<file path="config.mk">
export PLATFORM = sky130hd
export DESIGN_NAME = kabf_mul_unit
export DESIGN_NICKNAME = d
export VERILOG_FILES = /design/src/hdl/assert_macros.svh /design/src/hdl/kabf_pkg.sv /design/src/hdl/kabf_mul_unit.sv
export SDC_FILE = /design/constraint.sdc
export NUM_CORES = 2
export LEC_CHECK = 0
export BUFFER_PORTS_ARGS = -buffer_cell sky130_fd_sc_hd__buf_2
export CORE_ASPECT_RATIO = 2
export CORE_MARGIN = 8
export CORE_UTILIZATION = 40
export CTS_CLUSTER_DIAMETER = 100
export DETAILED_ROUTE_END_ITERATION = 8
export REMOVE_ABC_BUFFERS = 1
export SYNTH_ARGS = -nofsm -noshare
export SYNTH_HDL_FRONTEND = slang
export SYNTH_SLANG_ARGS = --single-unit
</file>
<file path="constraint.sdc">
create_clock -name aclk -period 15.5 [get_ports aclk]
set_clock_uncertainty 0.2 [all_clocks]
set_input_delay 3.1 -clock aclk [delete_from_list [all_inputs] [get_ports aclk]]
set_output_delay 3.1 -clock aclk [all_outputs]
set_load 0.01 [all_outputs]
</file>
<file path="src/hdl/assert_macros.svh">
// Assertion macros used by the filter unit.
// Used by the file that checks its own sequencing; depends on nothing else.
`ifndef ASSERT_MACROS_SVH
`define ASSERT_MACROS_SVH

// Never holds while out of reset.
`define ASSERT_NEVER(label, clk, rstn, cond, msg) \
    label: assert property (@(posedge clk) disable iff (!rstn) !(cond)) else $error(msg);

// Implication checked at every edge while out of reset.
`define ASSERT_IMPL(label, clk, rstn, ante, cons, msg) \
    label: assert property (@(posedge clk) disable iff (!rstn) (ante) |-> (cons)) else $error(msg);

`endif

</file>
<file path="src/hdl/kabf_pkg.sv">
// Shared types, constants and saturating helpers for the angle and bias filter.
// Depends on nothing; used by every module of the block.
`timescale 1ns / 1ps

package kabf_pkg;

    localparam int FracDt   = 16;
    localparam int FracGain = 32;

    localparam logic [31:0] RESET_Q_ANGLE = 32'd4294967;
    localparam logic [31:0] RESET_Q_BIAS  = 32'd12884902;
    localparam logic [31:0] RESET_R_MEAS  = 32'd128849019;

    localparam logic [1:0] REG_Q_ANGLE = 2'd0;
    localparam logic [1:0] REG_Q_BIAS  = 2'd1;
    localparam logic [1:0] REG_R_MEAS  = 2'd2;

    localparam logic signed [63:0] S64_MAX = 64'sh7FFF_FFFF_FFFF_FFFF;
    localparam logic signed [63:0] S64_MIN = 64'sh8000_0000_0000_0000;

    typedef struct packed {
        logic busy;
        logic done;
    } unit_status_t;

    function automatic logic signed [63:0] sat_add(input logic signed [63:0] a,
                                                   input logic signed [63:0] b);
        logic signed [63:0] sum;
        sum = a + b;
        if (a[63] == b[63] && sum[63] != a[63]) begin
            return a[63] ? S64_MIN : S64_MAX;
        end
        return sum;
    endfunction

    function automatic logic signed [63:0] sat_sub(input logic signed [63:0] a,
                                                   input logic signed [63:0] b);
        logic signed [63:0] dif;
        dif = a - b;
        if (a[63] != b[63] && dif[63] != a[63]) begin
            return a[63] ? S64_MIN : S64_MAX;
        end
        return dif;
    endfunction

    function automatic logic signed [31:0] sat32(input logic signed [63:0] v);
        if (v > 64'sh7FFF_FFFF) begin
            return 32'sh7FFF_FFFF;
        end else if (v < -64'sh8000_0000) begin
            return 32'sh8000_0000;
        end
        return v[31:0];
    endfunction

    function automatic logic [63:0] mag64(input logic signed [63:0] v);
        return v[63] ? 64'(-v) : 64'(v);
    endfunction

endpackage

</file>
<file path="src/hdl/kabf_mul_unit.sv">
// Shared multiplier: signed 64 by 64 product, shifted right by 16 or 32 bits,
// truncated toward zero and saturated. Four 32 by 32 partial products. Uses kabf_pkg.
`timescale 1ns / 1ps

module kabf_mul_unit (
    input  logic                aclk,
    input  logic                aresetn,
    input  logic                start,
    input  logic signed [63:0]  op_a,
    input  logic signed [63:0]  op_b,
    input  logic                shift32,
    output logic signed [63:0]  result,
    output kabf_pkg::unit_status_t status
);

    typedef enum logic [1:0] {M_IDLE, M_RUN, M_FIN} mstate_t;

    mstate_t             state_reg;
    logic [63:0]         ua_reg, ub_reg;
    logic                neg_reg, sh32_reg, done_reg;
    logic [127:0]        acc_reg;
    logic [1:0]          cnt_reg;
    logic signed [63:0]  res_reg;

    logic [31:0]  a_part, b_part;
    logic [63:0]  pp;
    logic [127:0] pp_sh, shifted;
    logic [63:0]  hi, lo;
    logic signed [63:0] fin;

    always_comb begin
        a_part = cnt_reg[0] ? ua_reg[63:32] : ua_reg[31:0];
        b_part = cnt_reg[1] ? ub_reg[63:32] : ub_reg[31:0];
        pp = 64'(a_part) * 64'(b_part);
        unique case (cnt_reg)
            2'd0:       pp_sh = {64'd0, pp};
            2'd1, 2'd2: pp_sh = {32'd0, pp, 32'd0};
            default:    pp_sh = {pp, 64'd0};
        endcase
        shifted = sh32_reg ? (acc_reg >> kabf_pkg::FracGain) : (acc_reg >> kabf_pkg::FracDt);
        hi = shifted[127:64];
        lo = shifted[63:0];
        if (|hi) begin
            fin = neg_reg ? kabf_pkg::S64_MIN : kabf_pkg::S64_MAX;
        end else if (neg_reg) begin
            fin = lo[63] ? kabf_pkg::S64_MIN : -$signed(lo);
        end else begin
            fin = lo[63] ? kabf_pkg::S64_MAX : $signed(lo);
        end
    end

    always_ff @(posedge aclk) begin
        if (!aresetn) begin
            state_reg <= M_IDLE;
            done_reg  <= 1'b0;
            cnt_reg   <= 2'd0;
        end else begin
            done_reg <= 1'b0;
            unique case (state_reg)
                M_IDLE: begin
                    if (start) begin
                        ua_reg    <= kabf_pkg::mag64(op_a);
                        ub_reg    <= kabf_pkg::mag64(op_b);
                        neg_reg   <= op_a[63] ^ op_b[63];
                        sh32_reg  <= shift32;
                        acc_reg   <= '0;
                        cnt_reg   <= 2'd0;
                        state_reg <= M_RUN;
                    end
                end
                M_RUN: begin
                    acc_reg <= acc_reg + pp_sh;
                    cnt_reg <= cnt_reg + 2'd1;
                    if (cnt_reg == 2'd3) begin
                        state_reg <= M_FIN;
                    end
                end
                M_FIN: begin
                    res_reg   <= fin;
                    done_reg  <= 1'b1;
                    state_reg <= M_IDLE;
                end
                default: state_reg <= M_IDLE;
            endcase
        end
    end

    assign result      = res_reg;
    assign status.busy = (state_reg != M_IDLE);
    assign status.done = done_reg;

endmodule

</file>
==> flow_summary.toml <==
[floorplan]
core_area_mm2 = 0.146
die_w_um = 287
start_util = 0.401
rows = 199
ios = 198
die_h_um = 558
die-area_mm2 = 0.160

[placed_design]
port-buffer-count = 197
place.gp.congestion = 0.978
place_area_mm2 = 0.0617
dp_hpwl_um = 168000
post-place-ws_ns = 2.13

[cts]
cts_resized = 0
clk_pin_slew_worst_paths_ns = 0.07
clockBufferDepth = 3
cts_setup_buffers = 0
cts-hold-fix-buffers = 0
clock-sinks = 327
insertion_delay_ns = 0.62
cts_tree = "yes"
cts-buffers-inserted = 40
cts-root-buf = "clkbuf_16"
htree_num_levels = 2

[critical_path]
required_ns = 15.68
cp.arrival_ns = 13.75
path_max_fanout = 39
r2r-start = "cnt_reg[0]"
cpMaxStageDelayCell = "mux2i_2"
end_kind = "register"
crit_path_max_incr_delay_ns = 1.08
startpoint = "cnt_reg[0]"
path_class = "register to register"
cp-start-kind = "register"
crit_top_cell = "fa_1"

[flow_run]
drv_cap = 0

[cells_and_area]
areaGrowthSynthToFinish_pct = 7.47
final_nets = 8108
drive_above_1_share = 0.0791
largest_reg_flops = 128
stdcell_area_mm2 = 0.0631

[drt]
via_per_inst = 5.72
wl_um = 214000
drt_iter0_markers = 4486
drc = 0
vias = 49325
antenna_left = 0
wl_per_cell_um = 24.8
first_pass_iters = 6

[synthesis]
synth-async-reset-ratio = 0
yosysSeqAreaShare = 0.167
ys_types = 85
ys_top_cells_by_area = "fa_1 (31%), edfxtp_1 (16%), ha_1 (8.4%), inv_1 (6.0%), nor2_1 (5.7%)"
synth_largest_area_cell = "fa_1"
synth-edff-count = 322
synth_flop_cell = "edfxtp_1"
ys_ff_latch = 327
synth_cells = 6691
synth.avg_cell_area_um2 = 8.77
synth_top_area_share = 0.306
ys_warn_count = 0
syn_area_mm2 = 0.0587

[sta]
min_period_ns = 13.57
maxSlewViolCount = 0
max_slew_margin = 0.160
setup_tns_ns = 0
rsz0062_at_grt = "no"
max_freq_ghz = 0.0737
hold_viol = 0
holdWs_ns = 0.351
setup_ws_ns = 1.93
tightest_slew_ns = 1.24
finalSetupViolCount = 0
layout_worst_path_cycle_share = 0.876

[outcome]
outcome = "complete, no violations"

[global_routing]
grt_max_degree = 84
grt_pass1_wl_um = 316000
overflow = 0
grt_pass1_vias = 49235
antenna_found_initial = 5
groute.usage.overall = 0.261

[hold_path]
hold_path.class = "register to register"
hp-start = "state_reg[1]"
## worst paths after layout
path,end,slack (ns),cells after the start
min,done_reg,0.35,1
min reg2reg,done_reg,0.35,1
max reg2reg,acc_reg[123],1.93,37
max,acc_reg[123],1.93,37
## worst max-delay path, delay by kind of cell (launching register included)
kind,cells,cell delay [ns]
XOR/XNOR,1,0.43
buffers and inverters,4,0.66
flip-flops,1,0.85
adder cells (fa/ha/maj),10,4.29
multiplexers,2,1.22
AO/OA/AOI/OAI,15,3.93
AND/OR/NAND/NOR,5,1.70
## through the flow
step                      cells   util
final                      8626  0.431
after detailed placement   8551  0.421
after floorplan            6348      -
after CTS                  8624  0.431
after global placement     8551  0.421
after global routing       8625  0.431
## Yosys cell counts (7+ instances only)
cell and count:
buf_2 9, nor2_1 894, ha_1 395, nor2b_1 19, o21a_1 28, nor3b_1 20, o211ai_1 13, and4_1 7
o31ai_1 59, a31o_2 7, or2_2 21, nor3_1 98, a211o_1 8, nor4_1 28, a21o_1 102, and3_1 23
fa_1 897, nand2_1 769, xor2_1 82, a21oi_1 336, or4_1 21, o21bai_1 65, edfxtp_1 322, nand4_1 88
buf_1 23, or3_1 32, mux2_2 75, a22o_1 21, o21ai_0 271, clkbuf_1 309, nand2b_1 35, and2_1 54
xnor2_1 231, o22ai_1 13, a21boi_0 9, a31oi_1 25, inv_1 932, a22oi_1 23, a211oi_1 20, mux2i_1 123
nand3_1 61, o41ai_1 15
## cells in the final DEF, fill, tap and decap left out, drive strengths merged, types with 28 or more instances in the layout
| cell | instances |
|---|---|
| nor2 | 894 |
| o21ai | 272 |
| edfxtp | 322 |
| o31ai | 62 |
| o21a | 28 |
| mux2 | 75 |
| mux2i | 123 |
| nor4 | 28 |
| nand2b | 38 |
| xnor2 | 231 |
| inv | 934 |
| or3 | 33 |
| nand2 | 770 |
| nand3 | 61 |
| a21o | 102 |
| clkbuf | 47 |
| xor2 | 82 |
| ha | 395 |
| a21oi | 336 |
| fa | 897 |
| and2 | 54 |
| nor3 | 101 |
| buf | 294 |
| o21bai | 65 |
| nand4 | 88 |
## kinds of logic after synthesis
group,Yosys count,synth area share
multiplexers,198,0.0354
AO/OA/AOI/OAI,1089,0.116
AND/OR/NAND/NOR,2196,0.163
buffers and inverters,1276,0.0820
XOR/XNOR,313,0.0467
adder cells (fa/ha/maj),1292,0.390
flip-flops,327,0.167
## metal layers
layer  global-route usage  vias up  part of all wire
li1                     -    21886                 -
met1                0.328    24648              0.38
met2                0.423     2264              0.46
met3               0.0475      527             0.082
met4                0.146        0             0.069
met5                    0        -                 0
## layout make-up
class                      count  area (um^2)
antenna                        2         5.00
inverter                     933         3500
fill                       14629        83300
timing repair buffer         294         1710
clock buffer                  47         1030
multi-input combinational   5088        44300
clock inverter                26          322
sequential                   327         9780
tap                         1909         2390
Power is left out: the tool's default activity adds up to more than one toggle a clock period on the data nets, which glitch-free logic cannot reach.
