**config.mk**
```make
export PLATFORM = sky130hd
export DESIGN_NAME = kabf_div_unit
export DESIGN_NICKNAME = d
export VERILOG_FILES = /design/src/hdl/assert_macros.svh /design/src/hdl/kabf_pkg.sv /design/src/hdl/kabf_div_unit.sv
export SDC_FILE = /design/constraint.sdc
export NUM_CORES = 1
export LEC_CHECK = 0
export BUFFER_PORTS_ARGS = -buffer_cell sky130_fd_sc_hd__buf_2
export CELL_PAD_IN_SITES_DETAIL_PLACEMENT = 0
export CELL_PAD_IN_SITES_GLOBAL_PLACEMENT = 2
export CORE_ASPECT_RATIO = 0.6
export CORE_MARGIN = 2
export CORE_UTILIZATION = 39
export DETAILED_ROUTE_END_ITERATION = 12
export PLACE_DENSITY_LB_ADDON = 0.08
export REMOVE_ABC_BUFFERS = 1
export SYNTH_ARGS = -nofsm -noshare
export SYNTH_HDL_FRONTEND = slang
export SYNTH_SLANG_ARGS = --single-unit
```
**constraint.sdc**
```tcl
create_clock -name aclk -period 20.9 [get_ports aclk]
set_clock_uncertainty 0.1 [all_clocks]
set_input_delay 6.27 -clock aclk [delete_from_list [all_inputs] [get_ports aclk]]
set_output_delay 6.27 -clock aclk [all_outputs]
set_load 0.02 [all_outputs]
```
**src/hdl/assert_macros.svh**
```systemverilog
// Assertion macros used by the filter unit.
// Used by the file that checks its own sequencing; depends on nothing else.
`ifndef ASSERT_MACROS_SVH
`define ASSERT_MACROS_SVH

// Never holds while out of reset.
`define ASSERT_NEVER(label, clk, rstn, cond, msg) \
    label: assert property (@(posedge clk) disable iff (!rstn) !(cond)) else $error(msg);

// Implication checked at every edge while out of reset.
`define ASSERT_IMPL(label, clk, rstn, ante, cons, msg) \
    label: assert property (@(posedge clk) disable iff (!rstn) (ante) |-> (cons)) else $error(msg);

`endif

```
**src/hdl/kabf_pkg.sv**
```systemverilog
// Shared types, constants and saturating helpers for the angle and bias filter.
// Depends on nothing; used by every module of the block.
`timescale 1ns / 1ps

package kabf_pkg;

    localparam int FracDt   = 16;
    localparam int FracGain = 32;

    localparam logic [31:0] RESET_Q_ANGLE = 32'd4294967;
    localparam logic [31:0] RESET_Q_BIAS  = 32'd12884902;
    localparam logic [31:0] RESET_R_MEAS  = 32'd128849019;

    localparam logic [1:0] REG_Q_ANGLE = 2'd0;
    localparam logic [1:0] REG_Q_BIAS  = 2'd1;
    localparam logic [1:0] REG_R_MEAS  = 2'd2;

    localparam logic signed [63:0] S64_MAX = 64'sh7FFF_FFFF_FFFF_FFFF;
    localparam logic signed [63:0] S64_MIN = 64'sh8000_0000_0000_0000;

    typedef struct packed {
        logic busy;
        logic done;
    } unit_status_t;

    function automatic logic signed [63:0] sat_add(input logic signed [63:0] a,
                                                   input logic signed [63:0] b);
        logic signed [63:0] sum;
        sum = a + b;
        if (a[63] == b[63] && sum[63] != a[63]) begin
            return a[63] ? S64_MIN : S64_MAX;
        end
        return sum;
    endfunction

    function automatic logic signed [63:0] sat_sub(input logic signed [63:0] a,
                                                   input logic signed [63:0] b);
        logic signed [63:0] dif;
        dif = a - b;
        if (a[63] != b[63] && dif[63] != a[63]) begin
            return a[63] ? S64_MIN : S64_MAX;
        end
        return dif;
    endfunction

    function automatic logic signed [31:0] sat32(input logic signed [63:0] v);
        if (v > 64'sh7FFF_FFFF) begin
            return 32'sh7FFF_FFFF;
        end else if (v < -64'sh8000_0000) begin
            return 32'sh8000_0000;
        end
        return v[31:0];
    endfunction

    function automatic logic [63:0] mag64(input logic signed [63:0] v);
        return v[63] ? 64'(-v) : 64'(v);
    endfunction

endpackage

```
**src/hdl/kabf_div_unit.sv**
```systemverilog
// Shared restoring divider: signed (n << 32) / d, one quotient bit a cycle,
// truncated toward zero and saturated; zero for a zero divisor. Uses kabf_pkg.
`timescale 1ns / 1ps

module kabf_div_unit (
    input  logic                aclk,
    input  logic                aresetn,
    input  logic                start,
    input  logic signed [63:0]  num,
    input  logic signed [63:0]  den,
    output logic signed [63:0]  result,
    output kabf_pkg::unit_status_t status
);

    localparam int NumBits = 64 + kabf_pkg::FracGain;

    typedef enum logic [1:0] {D_IDLE, D_RUN, D_FIN} dstate_t;

    dstate_t              state_reg;
    logic [NumBits-1:0]   n_reg, q_reg;
    logic [63:0]          ud_reg, r_reg;
    logic                 neg_reg, done_reg;
    logic [6:0]           cnt_reg;
    logic signed [63:0]   res_reg;

    logic [64:0] r_sh;
    logic        fits;

    always_comb begin
        r_sh = {r_reg, n_reg[NumBits-1]};
        fits = (r_sh >= {1'b0, ud_reg});
    end

    always_ff @(posedge aclk) begin
        if (!aresetn) begin
            state_reg <= D_IDLE;
            done_reg  <= 1'b0;
            cnt_reg   <= '0;
        end else begin
            done_reg <= 1'b0;
            unique case (state_reg)
                D_IDLE: begin
                    if (start) begin
                        n_reg     <= {kabf_pkg::mag64(num), 32'd0};
                        ud_reg    <= kabf_pkg::mag64(den);
                        neg_reg   <= num[63] ^ den[63];
                        r_reg     <= '0;
                        q_reg     <= '0;
                        cnt_reg   <= '0;
                        state_reg <= D_RUN;
                    end
                end
                D_RUN: begin
                    n_reg <= {n_reg[NumBits-2:0], 1'b0};
                    r_reg <= fits ? 64'(r_sh - {1'b0, ud_reg}) : r_sh[63:0];
                    q_reg <= {q_reg[NumBits-2:0], fits};
                    cnt_reg <= cnt_reg + 7'd1;
                    if (cnt_reg == 7'(NumBits - 1)) begin
                        state_reg <= D_FIN;
                    end
                end
                D_FIN: begin
                    if (ud_reg == 64'd0) begin
                        res_reg <= '0;
                    end else if (|q_reg[NumBits-1:63]) begin
                        res_reg <= neg_reg ? kabf_pkg::S64_MIN : kabf_pkg::S64_MAX;
                    end else begin
                        res_reg <= neg_reg ? -$signed(q_reg[63:0]) : $signed(q_reg[63:0]);
                    end
                    done_reg  <= 1'b1;
                    state_reg <= D_IDLE;
                end
                default: state_reg <= D_IDLE;
            endcase
        end
    end

    assign result      = res_reg;
    assign status.busy = (state_reg != D_IDLE);
    assign status.done = done_reg;

endmodule

```
==> parameters.txt <==
Parameter                              Value

Run status
  Status    completed

Detailed routing
  Number of nets still failing antenna checks after routing    0
  First-pass DRT Iterations    5
  Detailed-route vias per instance    5.58
  Post-DR wirelength/cell    19.8 um
  DRC violation total after the first TritonRoute iteration    1,454
  Post-detailed-routing wire length    64.3 mm
  Routed via count    18,100
  Drt drc    0

Critical path
  R2r startpoint    ud_reg[9]
  Type of the setup path with the least slack    primary input to register
  Critical path, cell by cell    buf_2 > nor3_1 > nand4_1 > or3_1 > or4_4 > or3_4 > or4_4 > or3_4 > o31ai_4 > xor2_1 > o21ai_1
  Register-to-register setup slack    15.71 ns
  Largest stage delay on the critical path    0.55 ns
  Worst-path cell with the longest stage delay    sky130_fd_sc_hd__or3_1
  Largest fanout of any net on the critical path    5
  Startpoint types    primary input
  Worst Path Arrival    9.79 ns
  Required time worst endpoint    21.07 ns
  Launch point of the critical path    num[16]
  Endpoint class of the critical path    register

Synth
  Ys async rst share    0%
  Register bit total from synthesis    363
  Area share of the leading cell type in the synthesized netlist    46.8%
  Synthesized instance count    2,324
  Top post-synthesis cells by count    sky130_fd_sc_hd__edfxtp_1 (353), sky130_fd_sc_hd__nor2_1 (265), sky130_fd_sc_hd__nand2_1 (178)
  Most common cell in the synthesized netlist    sky130_fd_sc_hd__edfxtp_1
  Library cell occupying the most area in the post-synthesis netlist    sky130_fd_sc_hd__edfxtp_1
  Top cells by area in the synthesized netlist    sky130_fd_sc_hd__edfxtp_1 (47%), sky130_fd_sc_hd__nor2_1 (4.4%), sky130_fd_sc_hd__xnor2_1 (4.1%)
  Number of enable-type register cells in the synthesized netlist    353
  YS warnings    0
  Count of different cell masters after synthesis    82
  Mapped Area    22,600 sq um
  Synth Flop Type    sky130_fd_sc_hd__edfxtp_1
  Portion of the post-synthesis area used by sequential elements    47.7%
  Synthesized area per cell    9.74 sq um

Floorplanning
  CORE AREA    57,400 sq um
  Total I/O pin count    197
  Initial Util    39.4%
  Rows    68
  Overall die area    60,000 sq um
  Die X    315 um
  Overall die height    191 um

Clock tree
  Buffer count from post-CTS setup fixing    0
  Clock latency on the worst-skew pair    0.57 ns
  Count of hold-fix buffers inserted at cts    0
  TritonCTS clock tree    done
  Depth of the CTS H-tree    2
  CTS Buf Count    39
  Clock tree root driver cell    sky130_fd_sc_hd__clkbuf_16
  Sink Count    363
  Clock Path Buffers    3
  Clock transition at path regs    0.06 ns
  Resized Gates After CTS    0

Power
  Standby leakage power    9.46 nW
  Worst supply voltage drop on vdd    0.0000463 V
  Proportion of power drawn by combinational gates    17.5%
  Net switching fraction of the power    28.3%
  Switching power total    543 uW
  Portion of total power attributed to the clock network    36.6%
  Power density over cell area    75.3 nW/um^2
  Internal Power    1.38 mW
  Sequential share of power    45.9%

Global route
  Number of antenna violations at the first check in global routing    1
  Global-route wire length before repair    100 mm
  Largest net degree at the start of global routing    220
  Gr usage total    21.3%
  Number of global-route vias before repair    16,900
  Gr ovfl total    0

Layout
  Number of nets in the finished design    2,648
  Reg area    10,800 sq um
  Post-layout utilization of the core    44.5%
  Post-route cell area    25,500 sq um
  Layout cell share with drive strength beyond 1    13.1%
  Relative area change from synthesis to final layout    12.9%
  Filler instances    5,589
  Total area of multi-input combinational cells    11,000 sq um
  Number of flip-flops under the largest register name    96

Hold path
  Class of the worst hold path    register to register
  Launch instance of the worst min-delay path    cnt_reg[6]

Timing
  Fin. Hold Viols    0
  Max frequency    104 MHz
  Tightest Pin Transition    1.16 ns
  Setup repair after global routing missed its margin    no
  Worst max-slew margin expressed relative to the limit    22.6%
  Total Negative Setup Slacks    0 ns
  Final min period    9.61 ns
  Setup violations, final    0
  Total count of max-transition violations in the final report    0
  WHS    0.387 ns
  Part of the cycle the worst path needs    46.0%

Placement
  Detailed Place HPWL    46.0 mm
  Number of input and output port buffers inserted    196
  Placed Area    24,300 sq um
  Final weighted congestion in routability-driven placement    0.934

Run
  Number of max-cap violations    0
## metal layers
metal	routed length, um	track usage (%)
met1	34400	34.8
met4	806	3.44
met3	3680	3.38
met2	25400	29.1
met5	10	0
## power by group through the flow
| stage | combinational (mW) | clock [mW] | sequential (mW) |
|---|---|---|---|
| after floorplan | 0.237 | 0 | 0.896 |
| after global placement | 0.332 | 0 | 0.896 |
| after detailed placement | 0.334 | 0 | 0.897 |
| after CTS | 0.335 | 0.725 | 0.882 |
| after global routing | 0.373 | 0.750 | 0.887 |
| final | 0.337 | 0.703 | 0.882 |
## critical path, delay by kind of cell
kind            cells  cell delay [ns]
xor+xnor            1             0.18
buf+inv             1             0.11
compound gates      2             0.26
simple gates        7             2.95
## metrics by stage
step	cells	setup WS (ns)	power (mW)
2_1_floorplan	2195	4.22	1.13
4_1_cts	3247	11.34	1.94
6_report	3248	11.29	1.92
3_5_place_dp	3177	10.74	1.23
5_1_grt	3247	11.16	2.01
3_3_place_gp	3177	10.83	1.23
## path summary, 6_finish.rpt
check        cells after the start    endpoint
max                             11   n_reg[89]
min                              2  cnt_reg[6]
max reg2reg                     14    r_reg[9]
min reg2reg                      2  cnt_reg[6]
## cells by family after synthesis
kind of cell | after synthesis | synth area share (%)
adders and majority gates | 69 | 3.85
buffers and inverters | 238 | 3.99
xor gates and xnor gates | 187 | 7.24
AOI/OAI and AO/OA | 536 | 15.2
muxes | 48 | 2.13
DFF | 363 | 47.7
and+or+nand+nor | 883 | 19.8
## final cells by class
cell class / instances / share of cell area [%]
sequential: 363 / 42.3
tap: 770 / 3.77
timing repair buffer: 212 / 4.41
clock buffer: 46 / 4.01
clock inverter: 24 / 0.862
multi-input combinational: 1723 / 43.0
inverter: 109 / 1.60
antenna: 1 / 0.00980
## cells in the final DEF (no fill, tap or decap), types with 81 or more instances in the layout
| cell type | netlist | final |
|---|---|---|
| sky130_fd_sc_hd__xor2_1 | 81 | 81 |
| sky130_fd_sc_hd__o21ai_0 | 165 | 165 |
| sky130_fd_sc_hd__nor2_1 | 265 | 262 |
| sky130_fd_sc_hd__nand2_1 | 178 | 178 |
| sky130_fd_sc_hd__a21oi_1 | 123 | 123 |
| sky130_fd_sc_hd__buf_2 | 5 | 196 |
| sky130_fd_sc_hd__inv_1 | 108 | 108 |
| sky130_fd_sc_hd__edfxtp_1 | 353 | 353 |
| sky130_fd_sc_hd__and2_1 | 95 | 95 |
| sky130_fd_sc_hd__xnor2_1 | 106 | 106 |
Power figures use the tool's default switching activity.
